## src/rtl/dsbfir_pkg.sv

```systemverilog
`default_nettype none

package dsbfir_pkg;

  // Delay line depth; the filter has one tap more than the delay line.
  localparam int DELAY_DEPTH = 1024;
  localparam int TAP_COUNT   = DELAY_DEPTH + 1;
  localparam int TAP_AW      = $clog2(TAP_COUNT);
  localparam int DLY_AW      = (DELAY_DEPTH > 1) ? $clog2(DELAY_DEPTH) : 1;

  localparam int SAMPLE_W  = 16;
  localparam int ACC_W     = 32;
  localparam int FRAC_BITS = 15;
  localparam int INDEX_W   = 11;

  // Input item kinds
  localparam logic ACT_SAMPLE = 1'b0;
  localparam logic ACT_TAP    = 1'b1;

  // One issue slot of the shared multiplier
  typedef struct packed {
    logic mix;    // multiply the two input samples this cycle
    logic term;   // a filter term is being read from memory this cycle
    logic first;  // the term is tap 0, weighting the fresh DSB value
    logic zero;   // the delay entry was never filled, its sample reads as zero
  } mac_issue_t;

  // Bits 30..15 of a 32-bit word
  function automatic logic [SAMPLE_W-1:0] q15_take(input logic [ACC_W-1:0] w);
    q15_take = w[FRAC_BITS +: SAMPLE_W];
  endfunction

endpackage

`default_nettype wire

```

## src/rtl/dsbfir_mac.sv

```systemverilog
`default_nettype none

module dsbfir_mac (
  input  wire logic                                clk,
  input  wire logic                                rst_n,
  input  wire dsbfir_pkg::mac_issue_t              iss,
  input  wire logic signed [dsbfir_pkg::SAMPLE_W-1:0] mix_a,
  input  wire logic signed [dsbfir_pkg::SAMPLE_W-1:0] mix_b,
  input  wire logic signed [dsbfir_pkg::SAMPLE_W-1:0] smp_data,
  input  wire logic signed [dsbfir_pkg::SAMPLE_W-1:0] tap_data,
  output logic             [dsbfir_pkg::ACC_W-1:0]    acc,
  output logic             [dsbfir_pkg::SAMPLE_W-1:0] dsb,
  output logic                                         busy
);

  // stage B: memory data present, multiply; stage C: accumulate
  logic                                        b_valid_r, b_valid_nxt;
  logic                                        b_first_r, b_first_nxt;
  logic                                        b_zero_r, b_zero_nxt;
  logic                                        c_valid_r, c_valid_nxt;
  logic                                        c_first_r, c_first_nxt;
  logic signed [dsbfir_pkg::ACC_W-1:0]         prod_r, prod_nxt;
  logic        [dsbfir_pkg::ACC_W-1:0]         acc_r, acc_nxt;
  logic        [dsbfir_pkg::SAMPLE_W-1:0]      dsb_r, dsb_nxt;
  logic signed [dsbfir_pkg::SAMPLE_W-1:0]      op_a, op_b;
  logic signed [dsbfir_pkg::ACC_W-1:0]         mul;

  always_comb begin
    if (iss.mix) begin
      op_a = mix_a;
      op_b = mix_b;
    end else begin
      if (b_first_r) begin
        op_a = signed'(dsbfir_pkg::q15_take(prod_r));
      end else if (b_zero_r) begin
        op_a = '0;
      end else begin
        op_a = smp_data;
      end
      op_b = tap_data;
    end
  end

  assign mul = op_a * op_b;

  always_comb begin
    b_valid_nxt = iss.term;
    b_first_nxt = iss.first;
    b_zero_nxt  = iss.zero;
    c_valid_nxt = b_valid_r;
    c_first_nxt = b_first_r;
    prod_nxt    = prod_r;
    acc_nxt     = acc_r;
    dsb_nxt     = dsb_r;
    if (iss.mix || b_valid_r) begin
      prod_nxt = mul;
    end
    // capture the mixer output as it feeds tap 0
    if (b_valid_r && b_first_r) begin
      dsb_nxt = dsbfir_pkg::q15_take(prod_r);
    end
    if (c_valid_r) begin
      acc_nxt = c_first_r ? prod_r : acc_r + prod_r;
    end
  end

  always_ff @(posedge clk) begin
    if (!rst_n) begin
      b_valid_r <= 1'b0;
      c_valid_r <= 1'b0;
    end else begin
      b_valid_r <= b_valid_nxt;
      c_valid_r <= c_valid_nxt;
    end
    b_first_r <= b_first_nxt;
    b_zero_r  <= b_zero_nxt;
    c_first_r <= c_first_nxt;
    prod_r    <= prod_nxt;
    acc_r     <= acc_nxt;
    dsb_r     <= dsb_nxt;
  end

  assign acc  = acc_r;
  assign dsb  = dsb_r;
  assign busy = b_valid_r || c_valid_r;

`ifndef SYNTHESIS
  a_mix_no_collide: assert property (@(posedge clk) disable iff (!rst_n)
    !(iss.mix && b_valid_r))
    else $error("mixer multiply collides with a filter term");

  a_term_reaches_acc: assert property (@(posedge clk) disable iff (!rst_n)
    b_valid_r |=> c_valid_r)
    else $error("filter term lost between multiply and accumulate");

  a_first_inits_acc: assert property (@(posedge clk) disable iff (!rst_n)
    (c_valid_r && c_first_r) |=> (acc_r == $past(prod_r)))
    else $error("accumulator not restarted by tap 0");
`endif

endmodule

`default_nettype wire

```

## config.mk

```make
export PLATFORM = sky130hd
export DESIGN_NAME = dsbfir_mac
export DESIGN_NICKNAME = d
export VERILOG_FILES = /design/src/rtl/dsbfir_pkg.sv /design/src/rtl/dsbfir_mac.sv
export SDC_FILE = /design/constraint.sdc
export NUM_CORES = 1
export LEC_CHECK = 0
export ABC_AREA = 1
export BUFFER_PORTS_ARGS = -buffer_cell sky130_fd_sc_hd__buf_2
export CORE_UTILIZATION = 64
export DETAILED_ROUTE_END_ITERATION = 10
export HOLD_SLACK_MARGIN = 0.06
export PLACE_DENSITY = 0.84
export SYNTH_ARGS = -nofsm -noshare
export SYNTH_HDL_FRONTEND = slang
export SYNTH_SLANG_ARGS = --single-unit
```

## constraint.sdc

```tcl
create_clock -name clk -period 11.6 [get_ports clk]
set_input_delay 3.48 -clock clk [delete_from_list [all_inputs] [get_ports clk]]
set_output_delay 3.48 -clock clk [all_outputs]
set_load 0.005 [all_outputs]
```

* After elaboration in Yosys (flattened, before gate mapping)
Cells that the tools add are included.
W data, S select, Z words.
** Word-level totals
- Register bits after elaboration :: 85
- Bits of input ports :: 70
- Output and inout bits :: 49
- Logic and storage cells :: 18
** Cells by class
- $add $sub $neg :: 1
- Multiply operators :: 1
- Multiplexer cells :: 5
- Reduce and logical (&&, ||, !) cells :: 3
** Operators by type and width (count)
- $mux W16 :: 4
- $add A32 B32 Y32 :: 1
- $mul A16 B16 Y32 :: 1
- $mux W32 :: 1
- $logic_or A1 B1 Y1 :: 2
- $logic_and A1 B1 Y1 :: 1

* Longest topological paths before layout
Gate-level depths: netlist (run 1).
- Word-level depth :: 4
- Gate-level depth with buffers :: 31
- Depth with buffers taken out :: 27

* Worst setup path after synthesis (run 1)
No wires, ideal clock.
- Path kind :: input port to flip-flop
- From :: in iss[3] (netlist bit)
- To :: reg prod_r[31] (netlist bit) (data pin)
- Library setup time :: 0.252 ns
- Arrival time :: 8.834 ns
- Required time :: 11.348 ns
- Slack :: 2.514 ns
- Cell stages on the path :: 26
- Buffers on the path :: 2
- Path through :: buf_4 -> buf_4 -> nand2_1 -> o21ai_0 -> inv_1 -> nor2_1 -> inv_1 -> fa_1 -> inv_1 -> fa_1 -> fa_1 -> fa_1 -> inv_1 -> fa_1 -> fa_1 -> inv_1 -> ha_1 -> inv_1 -> nor3_1 -> nand2_1 -> nor3_1 -> nand2_1 -> nand3_1 -> inv_1 -> nand2_1 -> nand2_1
** Between the ends
- Longest elaborated chain between the ends :: 2
- Elaborated cells on any way between the ends :: 3
- Those cells by class :: 1 x mul; 2 x mux
** RTL lines
- start: declaration :: line dsbfir_mac.sv:6 : input wire dsbfir_pkg::mac_issue_t iss,
- $mux W16 :: line dsbfir_mac.sv:29 : if (iss.mix) begin
- $mul A16 B16 Y32 * :: line dsbfir_mac.sv:44 : assign mul = op_a * op_b;
- named net mul, one bit :: line dsbfir_mac.sv:26 : logic signed [dsbfir_pkg::ACC_W-1:0] mul;
- end signal: assignment :: line dsbfir_mac.sv:78 : prod_r <= prod_nxt;
- end: declaration :: line dsbfir_mac.sv:22 : logic signed [dsbfir_pkg::ACC_W-1:0] prod_r, prod_nxt;
The timed path passes the listed nets; every way through them passes the cells marked *.
A chain may end at the register's enable or synchronous reset.

* Worst setup path after layout (run 1)
Ends and elaborated chain as after synthesis.

==> metrics.cfg, run 1 <==
[status]
run_status=finished clean

[synthesis]
postSynth.asyncResetShare_pct=0
synthSimpleGateAreaFrac_pct=21.54
synth_enable_flop_cells=80
synth_seq_area_share_pct=15.56
post_synth_xor_area_fraction_pct=1.961
ys_types=36
ys_dominant_reg_cell=sky130_fd_sc_hd__edfxtp_1
synth_most_common_cell=sky130_fd_sc_hd__nand2_1
synth_fa_ha_area_share_pct=41.53
ys.warnings.count=0
yosys.area.top_type_share_pct=32.74
synthesized_cell_area_um2=16080
syn_inst=2080
dominant_combinational_cell_family_by_area_after_synthesis=adder cells
synthMuxAreaShare_pct=0.06225
synthesis.nets=2526
synth_commonest_cells=sky130_fd_sc_hd__nand2_1 (517), sky130_fd_sc_hd__inv_1 (514), sky130_fd_sc_hd__fa_1 (263), sky130_fd_sc_hd__nor2_1 (210), sky130_fd_sc_hd__ha_1 (113)
ys_top_cells_by_area=sky130_fd_sc_hd__fa_1 (33%), sky130_fd_sc_hd__edfxtp_1 (15%), sky130_fd_sc_hd__nand2_1 (12%), sky130_fd_sc_hd__inv_1 (12%), sky130_fd_sc_hd__ha_1 (8.8%)
syn_area_per_cell_um2=7.731
fraction_of_the_mapped_netlist_area_in_compound_gates_pct=5.649
yosys_register_bits=85
netlist.top_cell.by_area=sky130_fd_sc_hd__fa_1

[clock_tree]
ctsHtreeMaxLevel=3
hold_buffers=0
clk-insertion-delay-late_ns=0.37
ctsLongestPathBuffers=2
post_cts_resize_count=0
post-cts-setup-buffer-count=0
cts_tree=built
clk_pin_slew_worst_setup_hold_paths_ns=0.07
cts.sinks=85
cts_buffers=9
clock_root_buffer=sky130_fd_sc_hd__clkbuf_16

[floorplan]
design.die.area_um2=25760
core_area_um2=24460
die_x_um=160.5
ioPinCount=119
floorplan.die.height_um=160.5
initial_utilization_pct=65.74
rows=57

[global_route]
use_met1_pct=57.09
grt_max_degree=49
vias_in_the_first_global_route=14100
grt_overflow_total=0
gr_util_met2_pct=57.93
grt_first_pass_wirelength_um=76120
gr-usage-all-layers_pct=38.93
layer_carrying_the_most_global_route_usage=met2
grt_antenna_before_repair=2
globalRouteMet3Util_pct=9.298

[setup_path]
worstSetupEndpointType=flip-flop
r2r_end=prod_r[31]
critical_path.startpoint_type=input port
worst_ep_required_time_ns=11.72
worst_r2r_startpoint=b_first_r
ff2ff_setup_slack_ns=4.31
worst_ep_arrival_time_ns=10.56
crit_type=input port to flip-flop
ff2ff_path_depth=25
cp_max_fo=48

[route]
detail_route.first_pass.iterations=6
wire_per_inst_um=19.01
antenna_violating_nets_left=0
drc_errors=0
num_vias=14270
post_dr_vias_cell=5.643
routed_wl_um=48070
initialDrtViolationCount=1725

[sta]
setup-tns-final_ns=0
finalSetupViolCount=0
timing.final.crit_share_pct=89.97
relSlewSlack_pct=41.29
final_max_slew_viol_count=0
clock_skew_ns=0.01494
min_period_ns=10.44
tightest_slew_ns=0.8806
hold_violations=0
rsz_0062_raised_after_global_routing=no
fmax_ghz=0.09582

[min_path]
hold_start=b_valid_r
hold_end=c_valid_r
min-delay-path-class=flip-flop to flip-flop
worst_hold_path.num_cells=2

[cells_and_area]
drive_above_1_share_pct=9.297
area_growth_pct=7.765
n_antenna_cell=0
final.fill_count=1987
ff_latch_area_um2=2502
multi_input_combinational_cell_area_um2=11380
finish.net_count=2646

[placement]
detailed_place_hpwl_um=40670
port_buffers=118
place.gp.congestion=1.009

[run]
timing.max_cap.violations=0

cell usage in the layout, fill, tap and decap left out, types with 11 or more instances in the layout:
cell type and instances:
sky130_fd_sc_hd__nand4_1 12, sky130_fd_sc_hd__o21ai_2 23, sky130_fd_sc_hd__a21oi_1 71, sky130_fd_sc_hd__buf_2 118, sky130_fd_sc_hd__ha_1 113, sky130_fd_sc_hd__or2_2 11
sky130_fd_sc_hd__nand2_1 517, sky130_fd_sc_hd__edfxtp_1 80, sky130_fd_sc_hd__nand3_1 86, sky130_fd_sc_hd__fa_1 263, sky130_fd_sc_hd__xor2_1 23, sky130_fd_sc_hd__buf_4 26
sky130_fd_sc_hd__o21ai_0 40, sky130_fd_sc_hd__o21ai_1 11, sky130_fd_sc_hd__inv_1 514, sky130_fd_sc_hd__xnor2_1 13, sky130_fd_sc_hd__nor2_1 210, sky130_fd_sc_hd__nor3_1 14
cell type report:
class | count | share of cell area [%]
repair buffers | 144 | 4.534
inverters | 526 | 11.41
clock buffers | 9 | 1.300
well taps | 324 | 2.339
clock inverters | 7 | 0.3321
multi-input cells | 1434 | 65.65
flip-flops and latches | 85 | 14.44
logic make-up after synthesis:
| kind of cell | after synthesis |
|---|---|
| flops | 85 |
| compound gates | 158 |
| xor+xnor | 36 |
| simple gates | 863 |
| buf+inv | 561 |
| fa+ha+maj | 376 |
| mux | 1 |
per-layer routing:
metal,routed length [µm],up-vias
met5,23,-
met4,1364,4
met3,5980,110
met2,21030,865
met1,19670,6836
li1,-,6455
through the flow:
stage | hold slack (ns) | setup WS, ns | utilization (%) | cells | instance area, µm²
after global placement | 0.4634 | 1.008 | 69.68 | 2513 | 17050
after CTS | 0.4816 | 1.211 | 70.84 | 2529 | 17330
after global routing | 0.5112 | 0.7835 | 70.84 | 2529 | 17330
after detailed placement | 0.4691 | 0.8497 | 69.68 | 2513 | 17050
after floorplan | 0.3507 | 2.514 | - | 2080 | 16080
final | 0.4836 | 1.164 | 70.84 | 2529 | 17330
registers in the layout (all words and copies together), names as in the netlist:
name       count
acc           32
b_valid_r      1
b_zero_r       1
c_first_r      1
b_first_r      1
dsb           16
prod_r        32
c_valid_r      1
worst max-delay path: stages:
cell                      delay [ns]
sky130_fd_sc_hd__buf_2          0.66
sky130_fd_sc_hd__inv_1          0.55
sky130_fd_sc_hd__or2_2          0.43
sky130_fd_sc_hd__o21ai_2        0.19
sky130_fd_sc_hd__nor2_1         0.20
sky130_fd_sc_hd__fa_1           0.67
sky130_fd_sc_hd__fa_1           0.84
sky130_fd_sc_hd__fa_1           0.58
sky130_fd_sc_hd__fa_1           0.57
sky130_fd_sc_hd__inv_1          0.05
sky130_fd_sc_hd__fa_1           0.45
sky130_fd_sc_hd__fa_1           0.54
sky130_fd_sc_hd__inv_1          0.05
sky130_fd_sc_hd__ha_1           0.33
sky130_fd_sc_hd__inv_1          0.07
sky130_fd_sc_hd__nor3_1         0.24
sky130_fd_sc_hd__nand2_1        0.13
sky130_fd_sc_hd__nor3_1         0.15
sky130_fd_sc_hd__nand2_1        0.09
sky130_fd_sc_hd__nand3_1        0.10
sky130_fd_sc_hd__inv_1          0.05
sky130_fd_sc_hd__nand2_1        0.05
sky130_fd_sc_hd__nand2_1        0.04
how the worst max path moves through the flow:
stage	start	end	slack [ns]	cells after the start
global route	iss[3]	prod_r[31]	0.78	23
global placement	iss[3]	prod_r[31]	1.01	23
floorplan	iss[3]	prod_r[31]	2.51	26
CTS	iss[3]	prod_r[31]	1.21	23
finish	iss[3]	prod_r[31]	1.16	23
detailed placement	iss[3]	prod_r[31]	0.85	23
Power of run 1 is left out: the tool's default activity adds up to more than one toggle a clock period on the data nets, which glitch-free logic cannot reach.
==> inputs of run 2 (changes only) <==
--- a/config.mk
+++ b/config.mk
@@ -5,12 +5,12 @@
 export SDC_FILE = /design/constraint.sdc
 export NUM_CORES = 1
 export LEC_CHECK = 0
-export ABC_AREA = 1
+export ABC_AREA = 0
 export BUFFER_PORTS_ARGS = -buffer_cell sky130_fd_sc_hd__buf_2
-export CORE_UTILIZATION = 64
+export CORE_UTILIZATION = 63
 export DETAILED_ROUTE_END_ITERATION = 10
 export HOLD_SLACK_MARGIN = 0.06
-export PLACE_DENSITY = 0.84
+export PLACE_DENSITY = 0.83
 export SYNTH_ARGS = -nofsm -noshare
 export SYNTH_HDL_FRONTEND = slang
 export SYNTH_SLANG_ARGS = --single-unit
==> run 2 against run 1 <==
Die area shrank 5.5%. Sequential share of layout area up 0.98 points. Critical path depth fell by 2. Synthesized area is 7.0% lower. Critical endpoint is now prod_r[29]. Via count shrank 18%. Clock skew down 0.0026 ns. Synthesized cell count down 23%. Non-clock buffer count decreased by 4. Wire length fell by 20%. Global-route usage fell by 6.0 points. Final cell count shrank 20%.
==> metrics.cfg, run 2 <==
[status]
run_status=finished clean  ; unchanged

[route]
routed_wl_um=38290  ; was 48,070 µm
met1Wirelength_um=15260  ; was 19,670 µm
post_dr_vias_cell=5.809  ; was 5.643
wl_met2_um=17610  ; was 21,030 µm
initialDrtViolationCount=1025  ; was 1,725
antenna_violating_nets_left=0  ; unchanged
wire_per_inst_um=18.95  ; was 19.01 µm
top_layer=met4  ; was met5
num_vias=11740  ; was 14,270
detail_route.first_pass.iterations=5  ; was 6
routed_wl_met3_um=3775  ; was 5980 µm
drc_errors=0  ; unchanged

[setup_path]
crit_type=input port to flip-flop  ; unchanged
critPathMaxStageDelay_ns=1.08  ; was 0.84 ns
path_cells=buf_2, o21ai_0, nand2_1, inv_1, fa_1, fa_1, fa_1, fa_1, fa_1, inv_1, fa_1, inv_1, ha_1, a21o_1, a21o_1, a21o_1, a21o_1, a21o_1, a311oi_1, nor3_1, xor2_1  ; was buf_2, inv_1, or2_2, o21ai_2, nor2_1, fa_1, fa_1, fa_1, fa_1, inv_1, fa_1, fa_1, inv_1, ha_1, inv_1, nor3_1, nand2_1, nor3_1, nand2_1, nand3_1, inv_1, nand2_1, nand2_1
worstSetupEndpointType=flip-flop  ; unchanged
critical_path.startpoint_type=input port  ; unchanged
critical_path.slowest_cell=sky130_fd_sc_hd__o21ai_0  ; was sky130_fd_sc_hd__fa_1
cp_max_fo=24  ; was 48
worst_ep_arrival_time_ns=10.47  ; was 10.56 ns
crit_path_frequent_cell=sky130_fd_sc_hd__fa_1  ; unchanged
worst_ep_required_time_ns=11.69  ; was 11.72 ns

[sta]
finalSetupViolCount=0  ; unchanged
tightest_slew_ns=1.311  ; was 0.8806 ns
relSlewSlack_pct=11.69  ; was 41.29%
setup-tns-final_ns=0  ; unchanged
timing.final.crit_share_pct=89.44  ; was 89.97%
fmax_ghz=0.09639  ; was 0.09582 GHz
final_max_slew_viol_count=0  ; unchanged
rsz_0062_raised_after_global_routing=no  ; unchanged
min_period_ns=10.37  ; was 10.44 ns
hold_violations=0  ; unchanged
clock_skew_ns=0.01237  ; was 0.01494 ns

[synthesis]
synthMuxAreaShare_pct=2.184  ; was 0.06225%
syn_area_per_cell_um2=9.391  ; was 7.731 µm²
synth_commonest_cells=sky130_fd_sc_hd__inv_1 (333), sky130_fd_sc_hd__fa_1 (263), sky130_fd_sc_hd__nand2_1 (176), sky130_fd_sc_hd__nor2_1 (164), sky130_fd_sc_hd__ha_1 (113)  ; was sky130_fd_sc_hd__nand2_1 (517), sky130_fd_sc_hd__inv_1 (514), sky130_fd_sc_hd__fa_1 (263), sky130_fd_sc_hd__nor2_1 (210), sky130_fd_sc_hd__ha_1 (113)
synth_enable_flop_cells=80  ; unchanged
fraction_of_the_mapped_netlist_area_in_compound_gates_pct=10.91  ; was 5.649%
synth_seq_area_share_pct=16.74  ; was 15.56%
synthSimpleGateAreaFrac_pct=12.60  ; was 21.54%
syn_inst=1592  ; was 2,080
post_synth_xor_area_fraction_pct=3.339  ; was 1.961%
postSynth.asyncResetShare_pct=0  ; unchanged
ys_types=68  ; was 36
ys.warnings.count=0  ; unchanged
synthesized_cell_area_um2=14950  ; was 16,080 µm²
netlist.top_cell.by_area=sky130_fd_sc_hd__fa_1  ; unchanged
yosys_register_bits=85  ; unchanged
ys_dominant_reg_cell=sky130_fd_sc_hd__edfxtp_1  ; unchanged
yosys.area.top_type_share_pct=35.22  ; was 32.74%
synth_fa_ha_area_share_pct=44.67  ; was 41.53%
synth_most_common_cell=sky130_fd_sc_hd__inv_1  ; was sky130_fd_sc_hd__nand2_1
dominant_combinational_cell_family_by_area_after_synthesis=adder cells  ; unchanged
ys_top_cells_by_area=sky130_fd_sc_hd__fa_1 (35%), sky130_fd_sc_hd__edfxtp_1 (16%), sky130_fd_sc_hd__ha_1 (9.5%), sky130_fd_sc_hd__inv_1 (8.4%), sky130_fd_sc_hd__nand2_1 (4.4%)  ; was sky130_fd_sc_hd__fa_1 (33%), sky130_fd_sc_hd__edfxtp_1 (15%), sky130_fd_sc_hd__nand2_1 (12%), sky130_fd_sc_hd__inv_1 (12%), sky130_fd_sc_hd__ha_1 (8.8%)
synthesis.nets=2038  ; was 2,526

[floorplan]
ioPinCount=119  ; unchanged
die_x_um=156.1  ; was 160.5 µm
floorplan.die.height_um=156.1  ; was 160.5 µm
core_area_um2=23400  ; was 24,460 µm²
design.die.area_um2=24350  ; was 25,760 µm²
initial_utilization_pct=63.88  ; was 65.74%
rows=56  ; was 57

[run]
timing.max_cap.violations=0  ; unchanged

[clock_tree]
hold_buffers=0  ; unchanged
cts_tree=built  ; unchanged
ctsLongestPathBuffers=2  ; unchanged
post_cts_resize_count=0  ; unchanged
clk_pin_slew_worst_setup_hold_paths_ns=0.07  ; about the same
cts.sinks=85  ; unchanged
cts_buffers=9  ; unchanged
ctsHtreeMaxLevel=3  ; unchanged
post-cts-setup-buffer-count=0  ; unchanged
clk-insertion-delay-late_ns=0.34  ; was 0.37 ns
clock_root_buffer=sky130_fd_sc_hd__clkbuf_16  ; unchanged

[global_route]
grt_antenna_before_repair=1  ; was 2
grt_overflow_total=0  ; unchanged
grt_max_degree=76  ; was 49
grt_first_pass_wirelength_um=61200  ; was 76,120 µm
vias_in_the_first_global_route=12120  ; was 14,100
gr-usage-all-layers_pct=32.97  ; was 38.93%

[cells_and_area]
mostFrequentLayoutCells=sky130_fd_sc_hd__inv_1 (333), sky130_fd_sc_hd__fa_1 (263), sky130_fd_sc_hd__nand2_1 (176)  ; was sky130_fd_sc_hd__nand2_1 (517), sky130_fd_sc_hd__inv_1 (514), sky130_fd_sc_hd__fa_1 (263)
multi_input_combinational_cell_area_um2=11020  ; was 11,380 µm²
area_growth_pct=8.570  ; was 7.765%
drive_above_1_share_pct=11.76  ; was 9.297%
final.fill_count=1845  ; was 1,987
final_common_cell=sky130_fd_sc_hd__inv_1  ; was sky130_fd_sc_hd__nand2_1
ff_latch_area_um2=2504  ; was 2502 µm²
finish.net_count=2142  ; was 2,646

[min_path]
min-delay-path-class=flip-flop to flip-flop  ; unchanged

[placement]
place.gp.congestion=1.008  ; was 1.009
detailed_place_hpwl_um=31640  ; was 40,670 µm
port_buffers=118  ; unchanged

==> run 2: changes by cell type in the layout (fill, tap and decap cells not counted), moves of 22 or more <==
cell                      before  now
sky130_fd_sc_hd__nor2_1      210  164
sky130_fd_sc_hd__a21oi_1      71   49
sky130_fd_sc_hd__a21o_1        2   26
sky130_fd_sc_hd__xnor2_1      13   41
sky130_fd_sc_hd__nand3_1      86    9
sky130_fd_sc_hd__nand2_1     517  176
sky130_fd_sc_hd__o21a_1        1   24
sky130_fd_sc_hd__inv_1       514  333
==> run 2: layout make-up <==
type | instances | share of cell area [%]
Inverter | 333 | 7.701
Tap cell | 319 | 2.459
Clock buffer | 10 | 1.411
Antenna cell | 1 | 0.01542
Multi-Input combinational cell | 1127 | 67.90
Clock inverter | 6 | 0.4394
Sequential cell | 85 | 15.42
Timing Repair Buffer | 140 | 4.656
==> run 2: path summary, 6_finish.rpt <==
path,start,end,slack (ns),cells past startpoint
worst max-delay path,iss[3],prod_r[29],1.23,21
worst max register to register,b_first_r,prod_r[29],3.39,23
worst min-delay path,b_valid_r,c_valid_r,0.53,1
worst min register to register,b_valid_r,c_valid_r,0.53,1
==> run 2: stage by stage <==
step                setup slack [ns]  instances  hold WS [ns]  utilization, %  instance area (µm²)
global placement               1.072       2004        0.5127           68.07                15930
CTS                            1.309       2020        0.5331           69.35                16230
detailed placement            0.9382       2004        0.5173           68.07                15930
floorplan                      1.716       1592        0.3290               -                14950
finish                         1.225       2021        0.5309           69.36                16230
global route                  0.8366       2020        0.5528           69.35                16230
==> run 2: layer usage <==
layer | vias up | global-route usage, %
met5 | - | 0
met4 | 0 | 14.47
met3 | 132 | 5.528
met2 | 661 | 53.10
met1 | 5691 | 44.09
li1 | 5256 | -
==> run 2: worst max-delay path: cells and delay by family <==
| kind | cells | cell delay, ns |
|---|---|---|
| adders and majority gates | 7 | 3.70 |
| xor gates and xnor gates | 1 | 0.15 |
| AOI/OAI and AO/OA | 7 | 2.24 |
| buffers and inverters | 4 | 0.54 |
| and+or+nand+nor | 2 | 0.35 |
==> run 2: logic make-up (layout without fill, tap and decap cells) <==
family                   count (synthesis)  in the layout
other                                    0              1
multiplexers                            31             31
adder cells (fa/ha/maj)                376            376
flip-flops                              85             85
XOR/XNOR                                57             57
AND/OR/NAND/NOR                        425            425
AO/OA/AOI/OAI                          238            238
buffers and inverters                  380            489
Power of run 2 is left out for the same reason.
==> inputs of run 3 (changes only) <==
--- a/config.mk
+++ b/config.mk
@@ -10,7 +10,7 @@
 export CORE_UTILIZATION = 63
 export DETAILED_ROUTE_END_ITERATION = 10
 export HOLD_SLACK_MARGIN = 0.06
-export PLACE_DENSITY = 0.83
+export PLACE_DENSITY_LB_ADDON = 0.2
 export SYNTH_ARGS = -nofsm -noshare
 export SYNTH_HDL_FRONTEND = slang
 export SYNTH_SLANG_ARGS = --single-unit
==> run 3 against run 2 <==
Utilization fell by 0.10 points. Highest routed layer unchanged. Via count fell by 0.96%. Clock skew fell by 0.0081 ns. Final area fell by 0.15%. Clock-buffer cell count fell by 1. Maximum frequency rose by 1.5%. Wire length barely moved. Setup slack improved by 0.15 ns. Critical path depth rose by 2. Final cell count barely moved. Register-to-register slack improved by 0.13 ns.
==> metrics.cfg, run 3 (synthesized netlist as in run 2, its figures left out) <==
[route]
wire_per_inst_um=18.97  ; was 18.95 µm
post_dr_vias_cell=5.759  ; was 5.809
detail_route.first_pass.iterations=8  ; was 5
num_vias=11630  ; was 11,740
drc_errors=0  ; unchanged
antenna_violating_nets_left=0  ; unchanged
initialDrtViolationCount=997  ; was 1,025
routed_wl_um=38310  ; was 38,290 µm

[setup_path]
crit_type=input port to flip-flop  ; unchanged
path_cells=buf_2, buf_12, o21ai_0, buf_4, nand2_1, inv_1, fa_1, fa_1, fa_1, fa_1, fa_1, inv_1, fa_1, inv_1, ha_1, a21o_1, a21o_1, a21o_1, a21o_1, a21o_1, a311oi_1, nor3_1, xor2_1  ; was buf_2, o21ai_0, nand2_1, inv_1, fa_1, fa_1, fa_1, fa_1, fa_1, inv_1, fa_1, inv_1, ha_1, a21o_1, a21o_1, a21o_1, a21o_1, a21o_1, a311oi_1, nor3_1, xor2_1
crit_buf_inv=6  ; was 4
cp_max_fo=44  ; was 24
path_delay_family=adder cells  ; unchanged
critPathMaxStageDelay_ns=0.85  ; was 1.08 ns
critical_path.slowest_cell=sky130_fd_sc_hd__fa_1  ; was sky130_fd_sc_hd__o21ai_0
crit_path_frequent_cell=sky130_fd_sc_hd__fa_1  ; unchanged
worstSetupEndpointType=flip-flop  ; unchanged
worst_ep_arrival_time_ns=10.31  ; was 10.47 ns
critical_path.startpoint_type=input port  ; unchanged
worst_ep_required_time_ns=11.69  ; about the same

[global_route]
gr-usage-all-layers_pct=33.61  ; was 32.97%
grt_antenna_before_repair=0  ; was 1
grt_max_degree=45  ; was 76
grt_overflow_total=0  ; unchanged
grt_first_pass_wirelength_um=61970  ; was 61,200 µm
vias_in_the_first_global_route=12060  ; was 12,120

[clock_tree]
hold_buffers=0  ; unchanged
clk-insertion-delay-late_ns=0.34  ; about the same
clock_root_buffer=sky130_fd_sc_hd__clkbuf_16  ; unchanged
cts.sinks=85  ; unchanged
ctsLongestPathBuffers=2  ; unchanged
cts_tree=built  ; unchanged
post_cts_resize_count=0  ; unchanged
ctsHtreeMaxLevel=3  ; unchanged
clk_pin_slew_worst_setup_hold_paths_ns=0.06  ; was 0.07 ns
post-cts-setup-buffer-count=0  ; unchanged
cts_buffers=9  ; unchanged

[placement]
port_buffers=118  ; unchanged
place.gp.congestion=0.9903  ; was 1.008
detailed_place_hpwl_um=31830  ; was 31,640 µm

[sta]
finalSetupViolCount=0  ; unchanged
rsz_0062_raised_after_global_routing=no  ; unchanged
hold_violations=0  ; unchanged
relSlewSlack_pct=24.19  ; was 11.69%
final_max_slew_viol_count=0  ; unchanged
tightest_slew_ns=1.106  ; was 1.311 ns
min_period_ns=10.22  ; was 10.37 ns
setup-tns-final_ns=0  ; unchanged
timing.final.crit_share_pct=88.12  ; was 89.44%
hold_slack_ns=0.5249  ; was 0.5309 ns
fmax_ghz=0.09783  ; was 0.09639 GHz
clock_skew_ns=0.004274  ; was 0.01237 ns

[min_path]
min-delay-path-class=flip-flop to flip-flop  ; unchanged

[floorplan]
ioPinCount=119  ; unchanged
rows=56  ; unchanged
core_area_um2=23400  ; unchanged
initial_utilization_pct=63.88  ; unchanged
design.die.area_um2=24350  ; unchanged
floorplan.die.height_um=156.1  ; unchanged
die_x_um=156.1  ; unchanged

[cells_and_area]
final.fill_count=1879  ; was 1,845
final_common_cell=sky130_fd_sc_hd__inv_1  ; unchanged
finish.net_count=2141  ; was 2,142
drive_above_1_share_pct=11.76  ; about the same
area_growth_pct=8.410  ; was 8.570%
mostFrequentLayoutCells=sky130_fd_sc_hd__inv_1 (333), sky130_fd_sc_hd__fa_1 (263), sky130_fd_sc_hd__nand2_1 (176)  ; unchanged
n_antenna_cell=0  ; was 1

[run]
timing.max_cap.violations=0  ; unchanged

[status]
run_status=finished clean  ; unchanged

==> run 3: cell types whose count changed in the layout (fill, tap and decap cells not counted), sizes merged <==
| cell | previous run | this run |
|---|---|---|
| clkinv | 2 | 4 |
| buf | 140 | 139 |
| bufinv | 1 | 0 |
| clkbuf | 10 | 9 |
| clkinvlp | 2 | 1 |
| diode | 1 | 0 |
| inv | 334 | 335 |
==> run 3: worst paths after layout <==
path | from | to | slack (ns) | cells after the start
max | iss[3] | prod_r[29] | 1.38 | 23
min | b_valid_r | c_valid_r | 0.52 | 1
min reg2reg | b_valid_r | c_valid_r | 0.52 | 1
max reg2reg | b_first_r | prod_r[29] | 3.52 | 23
==> run 3: area by class of cell <==
| type | instances | area, µm² | area share (%) |
|---|---|---|---|
| multi-input combinational | 1127 | 11020 | 67.99 |
| sequential | 85 | 2504 | 15.45 |
| inverter | 333 | 1250 | 7.712 |
| timing repair buffer | 139 | 760.7 | 4.694 |
| tap | 319 | 399.1 | 2.463 |
| clock buffer | 9 | 225.2 | 1.390 |
| clock inverter | 7 | 48.80 | 0.3011 |
==> run 3: per-layer routing <==
| layer | GRT usage, % | share of wire [%] | vias up |
|---|---|---|---|
| met2 | 53.76 | 45 | 634 |
| met5 | 0 | 0 | - |
| met3 | 6.917 | 11 | 126 |
| met1 | 45.43 | 40 | 5608 |
| met4 | 12.28 | 4.0 | 0 |
| li1 | - | - | 5259 |
==> run 3: through the flow <==
step                setup WS [ns]  instances  utilization [%]  area, µm²
finish                      1.378       2019            69.26      16210
global route                1.030       2019            69.26      16210
detailed placement          1.063       2003            68.09      15930
CTS                         1.423       2019            69.26      16210
global placement            1.240       2003            68.09      15930
floorplan                   1.716       1592                -      14950
Power of run 3 is left out for the same reason.
